## config.mk

```make
export PLATFORM = sky130hd
export DESIGN_NAME = itd_cell
export DESIGN_NICKNAME = d
export VERILOG_FILES = /design/src/design/int_to_decimal_ascii_macros.svh /design/src/design/itd_pkg.sv /design/src/design/itd_cell.sv
export SDC_FILE = /design/constraint.sdc
export NUM_CORES = 1
export LEC_CHECK = 0
export BUFFER_PORTS_ARGS = -buffer_cell sky130_fd_sc_hd__buf_2
export CAP_MARGIN = 20
export CORE_MARGIN = 8
export CORE_UTILIZATION = 43
export DETAILED_ROUTE_END_ITERATION = 16
export PLACE_DENSITY = 0.76
export REMOVE_ABC_BUFFERS = 1
export SKIP_LAST_GASP = 1
export SYNTH_ARGS = -nofsm -noshare
export SYNTH_HDL_FRONTEND = slang
export SYNTH_SLANG_ARGS = --single-unit
```

## constraint.sdc

```tcl
create_clock -name clk -period 4.2 [get_ports clk]
set_input_delay 0.63 -clock clk [delete_from_list [all_inputs] [get_ports clk]]
set_output_delay 0.63 -clock clk [all_outputs]
set_load 0.02 [all_outputs]
```

## src/design/int_to_decimal_ascii_macros.svh

```systemverilog
// Assertion macros used by the int_to_decimal_ascii top level.
`ifndef INT_TO_DECIMAL_ASCII_MACROS_SVH
`define INT_TO_DECIMAL_ASCII_MACROS_SVH

// Same-cycle implication, disabled while reset is asserted.
`define ITD_ASSERT_IMP(lbl, ck, rstn, ante, cons) \
    lbl: assert property (@(posedge ck) disable iff (!rstn) (ante) |-> (cons)) \
        else $error("itd assertion failed");

// Next-cycle implication, disabled while reset is asserted.
`define ITD_ASSERT_NEXT(lbl, ck, rstn, ante, cons) \
    lbl: assert property (@(posedge ck) disable iff (!rstn) (ante) |=> (cons)) \
        else $error("itd assertion failed");

`endif

```

## src/design/itd_pkg.sv

```systemverilog
// Package for int_to_decimal_ascii: widths, character codes, types, BCD helper.
`default_nettype none

package itd_pkg;

    localparam int NUM_W          = 32;
    localparam int CHAR_W         = 8;
    localparam int DIGIT_W        = 4;
    localparam int NUM_CELLS      = 10;
    localparam int BITS_PER_CYCLE = 4;
    localparam int CONV_CYCLES    = NUM_W / BITS_PER_CYCLE;
    localparam int CNT_W          = $clog2(CONV_CYCLES);
    localparam int REM_W          = $clog2(NUM_CELLS + 1);

    localparam logic [CHAR_W-1:0] CHAR_ZERO  = 8'd48;
    localparam logic [CHAR_W-1:0] CHAR_MINUS = 8'd45;

    typedef logic [DIGIT_W-1:0] digit_t;
    typedef logic [BITS_PER_CYCLE-1:0] carry_t;

    typedef enum logic [1:0] {
        ST_IDLE,
        ST_CONV,
        ST_DIGITS
    } itd_state_t;

    typedef struct packed {
        logic clear;
        logic conv;
        logic shift;
    } cell_ctrl_t;

    // Double-dabble correction: a digit of five or more gets three added
    function automatic digit_t dd_adjust(input digit_t d);
        return (d >= DIGIT_W'(5)) ? d + DIGIT_W'(3) : d;
    endfunction

endpackage

`default_nettype wire

```

## src/design/itd_cell.sv

```systemverilog
// One BCD digit cell: shift-and-add-3 steps, then shift-up for readout.
`default_nettype none

module itd_cell import itd_pkg::*;
(
    input  logic       clk,
    input  cell_ctrl_t ctrl,
    input  carry_t     carry_in,
    input  digit_t     digit_in,
    output carry_t     carry_out,
    output digit_t     digit
);

    digit_t digit_reg;
    digit_t digit_next;
    digit_t conv_val;

    // Several binary bits per cycle, first step takes the top bit of carry_in
    always_comb
    begin
        digit_t work;
        work      = digit_reg;
        carry_out = '0;
        for (int j = 0; j < BITS_PER_CYCLE; j++)
        begin
            work = dd_adjust(work);
            carry_out[BITS_PER_CYCLE-1-j] = work[DIGIT_W-1];
            work = {work[DIGIT_W-2:0], carry_in[BITS_PER_CYCLE-1-j]};
        end
        conv_val = work;
    end

    always_comb
    begin
        if (ctrl.clear)
            digit_next = '0;
        else if (ctrl.conv)
            digit_next = conv_val;
        else if (ctrl.shift)
            digit_next = digit_in;
        else
            digit_next = digit_reg;
    end

    always_ff @(posedge clk)
    begin
        digit_reg <= digit_next;
    end

    assign digit = digit_reg;

endmodule

`default_nettype wire

```

==> results of run 1 <==
==> layout by cell type (no fill, tap or decap), types with 2 or more instances in the layout <==
master,instances
a21oi_2,2
inv_2,2
ha_4,6
nand3_1,2
xnor2_4,2
dfxtp_2,2
nor2_1,3
inv_1,3
nor3_1,2
mux2i_1,7
dfxtp_1,2
clkbuf_4,3
a21o_1,2
ha_2,2
a211o_1,2
a211oi_1,2
nor2b_1,4
nand2b_4,4
buf_4,26
buf_2,18
nand2_2,3
o21ai_0,2
a21oi_1,3
nand2_1,7
==> layer usage <==
metal,wire length (um),up-vias,share of wire,GRT usage
met5,0,-,0,0
met4,17,0,0.0078,0.03093
met3,78,2,0.036,0.03820
met2,1130,15,0.52,0.2351
met1,951,371,0.44,0.1338
li1,-,404,-,-
==> power groups by stage <==
stage                     Combinational, mW  Sequential, mW  Clock, mW
after CTS                             0.943          0.0575     0.0461
final                                  1.00          0.0593     0.0476
after global routing                   1.07          0.0605     0.0537
after floorplan                       0.481          0.0760          0
after global placement                0.737          0.0547          0
after detailed placement              0.754          0.0549          0
==> logic make-up (layout without fill, tap and decap cells) <==
group           Yosys count  after routing  share of synthesized area
compound gates           22             22                     0.2460
xor+xnor                  3              3                    0.07435
mux                       8              8                     0.1310
buf+inv                   7             53                    0.03716
fa+ha+maj                 8              8                     0.1416
flops                     4              4                     0.1133
simple gates             33             33                     0.2567
==> path summary, 6_finish.rpt <==
| check | end | cells past startpoint | slack, ns | startpoint |
|---|---|---|---|---|
| max reg2reg | digit[1] | 22 | 0.05 | digit[1] |
| max | carry_out[0] | 21 | -0.14 | digit[1] |
| min | digit[3] | 2 | 0.65 | ctrl[2] |
| min reg2reg | digit[1] | 4 | 0.79 | digit[1] |
==> Yosys cell counts (all sizes together) (2+ instances only) <==
library cell | number | area, um^2
a211oi | 2 | 15.01
a21o | 2 | 15.01
a21oi | 5 | 28.78
nor3 | 2 | 10.01
nand2 | 10 | 42.54
inv | 6 | 22.52
mux2i | 8 | 92.59
nand2b | 4 | 25.02
nor2 | 3 | 11.26
a211o | 2 | 17.52
nand3 | 2 | 10.01
xnor2 | 3 | 52.56
nor2b | 5 | 31.28
ha | 8 | 100.1
dfxtp | 4 | 80.08
o21ai | 3 | 15.01
==> final cells by class <==
class	count	area (um^2)	area share
repair buffers	44	285.3	0.2420
flip-flops and latches	4	82.58	0.07006
clock buffers	3	22.52	0.01911
multi-input cells	74	743.2	0.6306
inverters	6	25.02	0.02123
well taps	16	20.02	0.01699
==> repair_timing <==
action,in CTS,in global routing
hold endpoints to repair,0,0
pin swaps,11,8
resized for setup,28,2
endpoints found under the setup margin,2,2
setup buffers,5,3
==> stage by stage <==
step           setup slack [ns]  hold slack (ns)  utilization
2_1_floorplan           -0.4939           0.7021            -
3_3_place_gp           -0.01148           0.7353       0.6207
3_5_place_dp            -0.1439           0.7556       0.6207
4_1_cts                 -0.1734           0.6377       0.7553
5_1_grt                 -0.2756           0.6490       0.7734
6_report                -0.1409           0.6467       0.7734
==> impl_metrics.tcl, run 1 <==
set metrics [dict create \
    combPwrFrac 0.904 \
    cts.reportedPaths.clkPinSlew_ns 0.04 \
    drive_gt1_frac 0.5878 \
    ys_types 38 \
    switching_power_mw 0.5024 \
    die-area_um2 3197 \
    tightestPinTransition_ns 0.6049 \
    grt_max_degree 12 \
    port_buffers 19 \
    dpl_cell_area_um2 945.9 \
    drc 0 \
    dieWidth_um 56.55 \
    wire_per_inst_um 14.82 \
    syn_area_um2 706.9 \
    clkPwrFrac 0.043 \
    period_minus_slack_ns 4.341 \
    post-route-period-util 1.034 \
    outcome "finished with violations" \
    slowest_delay_ns 0.38 \
    cp_slowest_cell "a221o_2" \
    num_rows 14 \
    arrival_ns 3.71 \
    nets 153 \
    async_flop_share 0 \
    via_per_inst 5.388 \
    yosysSeqAreaShare 0.1133 \
    power.density_nw_per_um2 941.3 \
    dr.pass1.iters 4 \
    ios 20 \
    grt.overflow.total 0 \
    yosys_warnings 0 \
    finalHoldViolations 0 \
    cts.sinks 4 \
    grt_pass1_vias 798 \
    start_util 0.4639 \
    max-cap-violations 0 \
    fill_cells 104 \
    die_h_um 56.55 \
    num_vias 792 \
    violations "negative setup slack" \
    p_int_mw 0.6070 \
    initialDrtViolationCount 10 \
    tns_ns -0.1409 \
    areaGrowthSynthToFinish_pct 66.73 \
    numCtsBuffers 3 \
    finalSetupViolCount 1 \
    p_sw_frac 0.4528 \
    cp-end-kind "output pin" \
    cp.required_ns 3.57 \
    fmax_ghz 0.2304 \
    synth_ff_type "dfxtp_1" \
    finClkSkew_ns 0.004722 \
    total_power_mw 1.109 \
    finalMaxSlewViolations 0 \
    fin_ws_ns -0.1409 \
    grt.total_usage 0.1269 \
    path_buf_inv 4 \
    clock_latency_ns 0.24 \
    cts_hold_buf 0 \
    gp_congestion 0.8237 \
    largest_register_ff_count 4 \
    synth-edff-count 0 \
    criticalPathCategory "register to output pin" \
    ir_drop_mv 0.9306 \
    rsz0062_at_grt "true" \
    critPathLaunchType "register" \
    crit_path_frequent_cell "nand2b_4" \
    pwr-share-seq 0.053 \
    cp_max_fo 3 \
    final-instance-count-excl-fill 147 \
    ant_nets 0 \
    root_buffer "clkbuf_4" \
    cts_tree "yes" \
    htree_levels 1 \
    grt_first_pass_wirelength_um 3429 \
    dp_hpwl_um 1463 \
    synth_seq_cells 4 \
    synth.avg_cell_area_um2 8.317 \
    worstHoldPathType "input port to register" \
    dpl.cell_count 136 \
    cp_top_family "compound AO/OA/AOI/OAI gates" \
    crit_chain "inv_4, ha_4, nand2b_4, a21oi_2, buf_4, xnor2_4, ha_2, nand2b_4, a31o_4, xnor2_4, ha_2, nand2b_4, nor2b_4, a221o_2, xnor2_2, inv_2, ha_4, nand2b_4, nand2_2, mux2i_1, buf_4" \
    grt_antenna_before_repair 0 \
    finalInstanceArea_um2 1179 \
    clockBufferDepth 2 \
    syn_inst 85 \
    relSlewSlack 0.5852 \
    p_leak_nw 0.5713 \
    wirelength_um 2178 \
    coreArea_um2 1524 \
    n_antenna_cell 0 \
]
Note: power is estimated with default switching activity, not from simulation.
==> inputs of run 2 (changes only) <==
--- a/config.mk
+++ b/config.mk
@@ -5,11 +5,14 @@
 export SDC_FILE = /design/constraint.sdc
 export NUM_CORES = 1
 export LEC_CHECK = 0
+export ABC_AREA = 1
+export ABC_CLOCK_PERIOD_IN_PS = 4200
 export BUFFER_PORTS_ARGS = -buffer_cell sky130_fd_sc_hd__buf_2
 export CAP_MARGIN = 20
 export CORE_MARGIN = 8
 export CORE_UTILIZATION = 43
 export DETAILED_ROUTE_END_ITERATION = 16
+export GPL_ROUTABILITY_DRIVEN = 0
 export PLACE_DENSITY = 0.76
 export REMOVE_ABC_BUFFERS = 1
 export SKIP_LAST_GASP = 1
==> run 2 against run 1 <==
  * The run now ends clean
  * Synthesized area fell by 0.88%
  * Clock-buffer cell count did not move
  * Clock power rose by 4.2%
  * Sequential share of layout area rose by 1.8 points
  * First-iteration DRC count rose by 70%
  * Non-clock buffer count fell by 19
  * Register-to-register slack improved by 0.79 ns
  * Critical path type unchanged
  * Largest power group unchanged
==> impl_metrics.tcl, run 2 <==
set metrics [dict create \
    outcome "finished, final reports clean" \
    ant_nets 0 \
    n_antenna_cell 0 \
    dr.pass1.iters 4 \
    wirelength_um 1700 \
    grt.overflow.total 0 \
    clock_latency_ns 0.24 \
    drc 0 \
    dieWidth_um 56.37 \
    die_h_um 56.37 \
    tns_ns 0 \
    num_rows 14 \
    htree_levels 1 \
    cp_max_fo 4 \
    coreArea_um2 1524 \
    areaGrowthSynthToFinish_pct 38.57 \
    fin_ws_ns 0.2069 \
    p_leak_nw 0.5019 \
    critPathLaunchType "register" \
    post-route-period-util 0.9507 \
    ir_drop_mv 0.5190 \
    dpl.cell_count 140 \
    syn_inst 105 \
    dp_hpwl_um 1307 \
    synth_seq_cells 4 \
    relSlewSlack 0.8311 \
    synth_top_area_frac 0.1429 \
    grt.total_usage 0.1065 \
    dp_slack_ns 0.1512 \
    period_minus_slack_ns 3.993 \
    largest_register_ff_count 4 \
    grt_first_pass_wirelength_um 2904 \
    nets 155 \
    synth-edff-count 0 \
    tightestPinTransition_ns 0.2528 \
    start_util 0.4598 \
    cts_tree "yes" \
    finalInstanceArea_um2 970.9 \
    initialDrtViolationCount 17 \
    numCtsBuffers 3 \
    finalMaxSlewViolations 0 \
    arrival_ns 3.36 \
    syn_area_um2 700.7 \
    yosysSeqAreaShare 0.1143 \
    final-instance-count-excl-fill 149 \
    cts.reportedPaths.clkPinSlew_ns 0.04 \
    criticalPathCategory "register to output pin" \
    root_buffer "clkbuf_4" \
    ios 20 \
    cts.sinks 4 \
    port_buffers 19 \
    yosys-top-cells-area "ha_1, dfxtp_1, nand2_1, inv_1, nand2_2" \
    finalHoldViolations 0 \
    power.density_nw_per_um2 762.4 \
    grt_max_degree 7 \
    finalSetupViolCount 0 \
    synthTopCellsByCount "nand2_1, inv_1, nand2_2" \
    num_vias 773 \
    yosys_warnings 0 \
    layout_common_cells "nand2_1, buf_2, inv_1" \
    max-cap-violations 0 \
    via_per_inst 5.188 \
    yosysTopAreaCell "ha_1" \
    drive_gt1_frac 0.5038 \
    clockBufferDepth 2 \
    synth.avg_cell_area_um2 6.673 \
    rrSetupSlack_ns 0.84 \
    dpl_cell_area_um2 815.8 \
    total_power_mw 0.7402 \
    async_flop_share 0 \
    fill_cells 149 \
    ys_types 23 \
    synth_ff_type "dfxtp_1" \
    synth_most_common_cell "nand2_1" \
    worstHoldPathType "register to register" \
    fmax_ghz 0.2504 \
    finClkSkew_ns 0.003331 \
    cp-end-kind "output pin" \
    grt_antenna_before_repair 0 \
    cp.required_ns 3.57 \
    die-area_um2 3177 \
    wire_per_inst_um 11.41 \
    grt_pass1_vias 690 \
]
[run 2: cell count changes after synthesis, moves of 5 or more]
cell,previous run,this run
nand2_1,8,21
inv_1,6,17
nand3_1,2,7
nand3_2,0,5
nor2b_1,5,0
mux2i_1,7,0
nand2_2,2,9
[run 2: cell families after synthesis]
kind of cell,synth area share
compound gates,0.2107
xor+xnor,0.03572
fa+ha+maj,0.1429
buf+inv,0.1018
flops,0.1143
simple gates,0.3947
[run 2: critical path, cell delays in order (launching register included)]
cell and delay [ns]:
dfxtp_4 0.36, inv_4 0.04, ha_2 0.17, inv_1 0.06, nand2_2 0.07, nand3_2 0.08
nand2_1 0.06, nand2_2 0.11, ha_4 0.14, inv_1 0.05, or2_1 0.22, nand3_2 0.10
nand2_2 0.07, nand2_2 0.09, nand2_4 0.07, ha_2 0.17, or2_4 0.25, nand3_4 0.10
nand2_4 0.06, xor2_2 0.16, inv_2 0.08, ha_1 0.17, inv_1 0.06, nand2_2 0.06
nand3_1 0.07, o21ai_1 0.06, buf_4 0.16
[run 2: stage by stage]
stage | hold WS (ns) | util
2_1_floorplan | 0.5588 | -
3_3_place_gp | 0.4825 | 0.5353
3_5_place_dp | 0.4925 | 0.5353
4_1_cts | 0.5087 | 0.5591
5_1_grt | 0.5013 | 0.6371
6_report | 0.4942 | 0.6371
[run 2: cell type report]
cell class	instances	area, um^2	area share
Tap cell	16	20.02	0.02062
Inverter	19	73.82	0.07603
Multi-Input combinational cell	82	626.9	0.6456
Timing Repair Buffer	25	142.6	0.1469
Sequential cell	4	85.08	0.08763
Clock buffer	3	22.52	0.02320
[run 2: timing repair]
| item | 4_1_cts | 5_1_grt |
|---|---|---|
| pin swaps | 1 | 6 |
| setup endpoints to repair | 1 | 1 |
| gates resized for setup | 8 | 16 |
| setup buffers | 0 | 6 |
| hold endpoints to repair | 0 | 0 |
| hold buffers | 0 | 0 |
[run 2: path summary, 6_finish.rpt]
kind | start | endpoint | depth (start not counted)
setup reg to reg | digit[0] | digit[1] | 29
setup / recovery | digit[0] | carry_out[0] | 26
hold reg to reg | digit[1] | digit[1] | 2
hold / removal | digit[1] | digit[1] | 2
[run 2: report_power, final]
group | internal [mW] | switching (mW) | total, mW
logic | 0.263 | 0.370 | 0.633
clock network | 0.0321 | 0.0175 | 0.0496
registers | 0.0470 | 0.0109 | 0.0579
total | 0.342 | 0.399 | 0.740
[run 2: metal layers]
layer	GRT usage	wire [um]
met1	0.1135	690
met2	0.1902	933
met3	0.04494	76
met4	0.02062	0
met5	0	0
==> inputs of run 3 (changes only) <==
--- a/config.mk
+++ b/config.mk
@@ -9,7 +9,7 @@
 export ABC_CLOCK_PERIOD_IN_PS = 4200
 export BUFFER_PORTS_ARGS = -buffer_cell sky130_fd_sc_hd__buf_2
 export CAP_MARGIN = 20
-export CORE_MARGIN = 8
+export CORE_MARGIN = 2
 export CORE_UTILIZATION = 43
 export DETAILED_ROUTE_END_ITERATION = 16
 export GPL_ROUTABILITY_DRIVEN = 0
==> run 3 against run 2 <==
  * Global-route usage up 7.4 points
  * Design area is 1.3% higher
  * First-iteration DRC count fell by 41%
  * Sequential cell count is the same
  * Via count up 1.6%
  * Die area down 38%
  * Wire length grew 9.6%
  * Worst hold slack lost 0.0093 ns
  * Core utilization grew 0.82 points
  * Critical path depth fell by 3
  * Sequential share of layout area is 0.11 points lower
  * Sequential power fell by 1%
  * Critical path type unchanged
==> impl_metrics.tcl, run 3 (synthesis results as in run 2) <==
set metrics [dict create \
    r2r_start "digit[1]" \
    power.density_nw_per_um2 758.0 \
    relSlewSlack 0.8363 \
    hold_depth 2 \
    total_power_mw 0.7454 \
    p_leak_nw 0.5164 \
    wirelength_um 1863 \
    max-cap-violations 0 \
    fmax_ghz 0.2498 \
    finalMaxSlewViolations 0 \
    num_rows 14 \
    dr.pass1.iters 4 \
    clockBufferDepth 2 \
    via_per_inst 5.199 \
    ios 20 \
    areaGrowthSynthToFinish_pct 40.36 \
    grt.overflow.total 0 \
    worstHoldPathType "register to register" \
    n_antenna_cell 0 \
    period_minus_slack_ns 4.004 \
    finalInstanceArea_um2 983.4 \
    grt_antenna_before_repair 0 \
    cts.sinks 4 \
    rrSetupSlack_ns 0.70 \
    coreArea_um2 1524 \
    ff2ff_path_depth 28 \
    finalSetupViolCount 0 \
    cts_tree "yes" \
    clock_latency_ns 0.23 \
    dp_hpwl_um 1265 \
    dieWidth_um 44.37 \
    cp_max_fo 4 \
    cp.required_ns 3.57 \
    final-instance-count-excl-fill 151 \
    ir_drop_mv 0.6270 \
    holdWs_ns 0.4849 \
    dpl.cell_count 140 \
    grt.total_usage 0.1801 \
    critPathLaunchType "register" \
    nets 157 \
    tns_ns 0 \
    finClkSkew_ns 0.004712 \
    min-delay-start "digit[1]" \
    grt_max_degree 7 \
    cp-end-kind "output pin" \
    dp_slack_ns 0.1475 \
    fill_cells 146 \
    numCtsBuffers 3 \
    outcome "finished, final reports clean" \
    arrival_ns 3.37 \
    criticalPathCategory "register to output pin" \
    drc 0 \
    grt_first_pass_wirelength_um 2697 \
    ant_nets 0 \
    r2r_end "digit[1]" \
    die_h_um 44.37 \
    largest_register_ff_count 4 \
    die-area_um2 1968 \
    htree_levels 1 \
    wire_per_inst_um 12.34 \
    start_util 0.4598 \
    dpl_cell_area_um2 815.8 \
    fin_ws_ns 0.1961 \
    root_buffer "clkbuf_4" \
    num_vias 785 \
    finalHoldViolations 0 \
    initialDrtViolationCount 10 \
    port_buffers 19 \
    cts.reportedPaths.clkPinSlew_ns 0.04 \
    drive_gt1_frac 0.4963 \
    hold_path_end "digit[1]" \
    tightestPinTransition_ns 0.2450 \
    layout_common_cells "nand2_1, buf_2, inv_1" \
    grt_pass1_vias 738 \
    post-route-period-util 0.9533 \
    final_util 0.6453 \
]
-- run 3: what timing repair did --
| item | in CTS | in global routing |
|---|---|---|
| endpoints found under the setup margin | 1 | 1 |
| pin swaps | 3 | 7 |
| hold buffers | 0 | 0 |
| resized for setup | 5 | 17 |
| buffers inserted | 1 | 7 |
-- run 3: critical path: stages (launching register included) --
cell	delay, ns
dfxtp_2	0.33
inv_2	0.06
ha_1	0.18
nand2_2	0.11
nand4_1	0.16
nand2_4	0.13
ha_4	0.14
inv_1	0.05
or2_1	0.22
nand3_2	0.10
nand2_2	0.07
nand2_2	0.09
nand2_4	0.07
ha_1	0.18
or2_4	0.25
nand3_4	0.08
nand2_4	0.06
xor2_2	0.17
inv_2	0.07
ha_1	0.21
nand2_1	0.09
nand3_1	0.07
o21ai_1	0.08
buf_4	0.15
-- run 3: worst max-delay path by stage --
stage          startpoint            to  slack [ns]  cells after the start
2_1_floorplan    digit[0]  carry_out[0]        0.25                     24
3_3_place_gp     digit[0]  carry_out[0]        0.20                     25
3_5_place_dp     digit[0]  carry_out[0]        0.15                     25
4_1_cts          digit[1]  carry_out[0]     0.00009                     25
5_1_grt          digit[1]  carry_out[0]       -0.05                     24
6_report         digit[1]  carry_out[0]        0.20                     23
-- run 3: metal layers --
metal / vias up / track usage / wire length (um)
li1: 402 / - / -
met1: 361 / 0.1985 / 735
met2: 16 / 0.3235 / 1030
met3: 6 / 0.01224 / 47
met4: 0 / 0.1273 / 49
met5: - / 0 / 0
-- run 3: area by class of cell --
class / instances / area, um^2 / area share
flip-flops and latches: 4 / 85.08 / 0.08651
multi-input cells: 82 / 626.9 / 0.6374
clock buffers: 3 / 22.52 / 0.02290
repair buffers: 27 / 157.7 / 0.1603
inverters: 19 / 71.32 / 0.07252
well taps: 16 / 20.02 / 0.02036
-- run 3: where the power goes --
group	switching [mW]	total [mW]	internal (mW)	leakage, nW
registers	0.0101	0.0572	0.0470	0.0341
logic	0.383	0.643	0.260	0.468
clock network	0.0135	0.0453	0.0318	0.0138
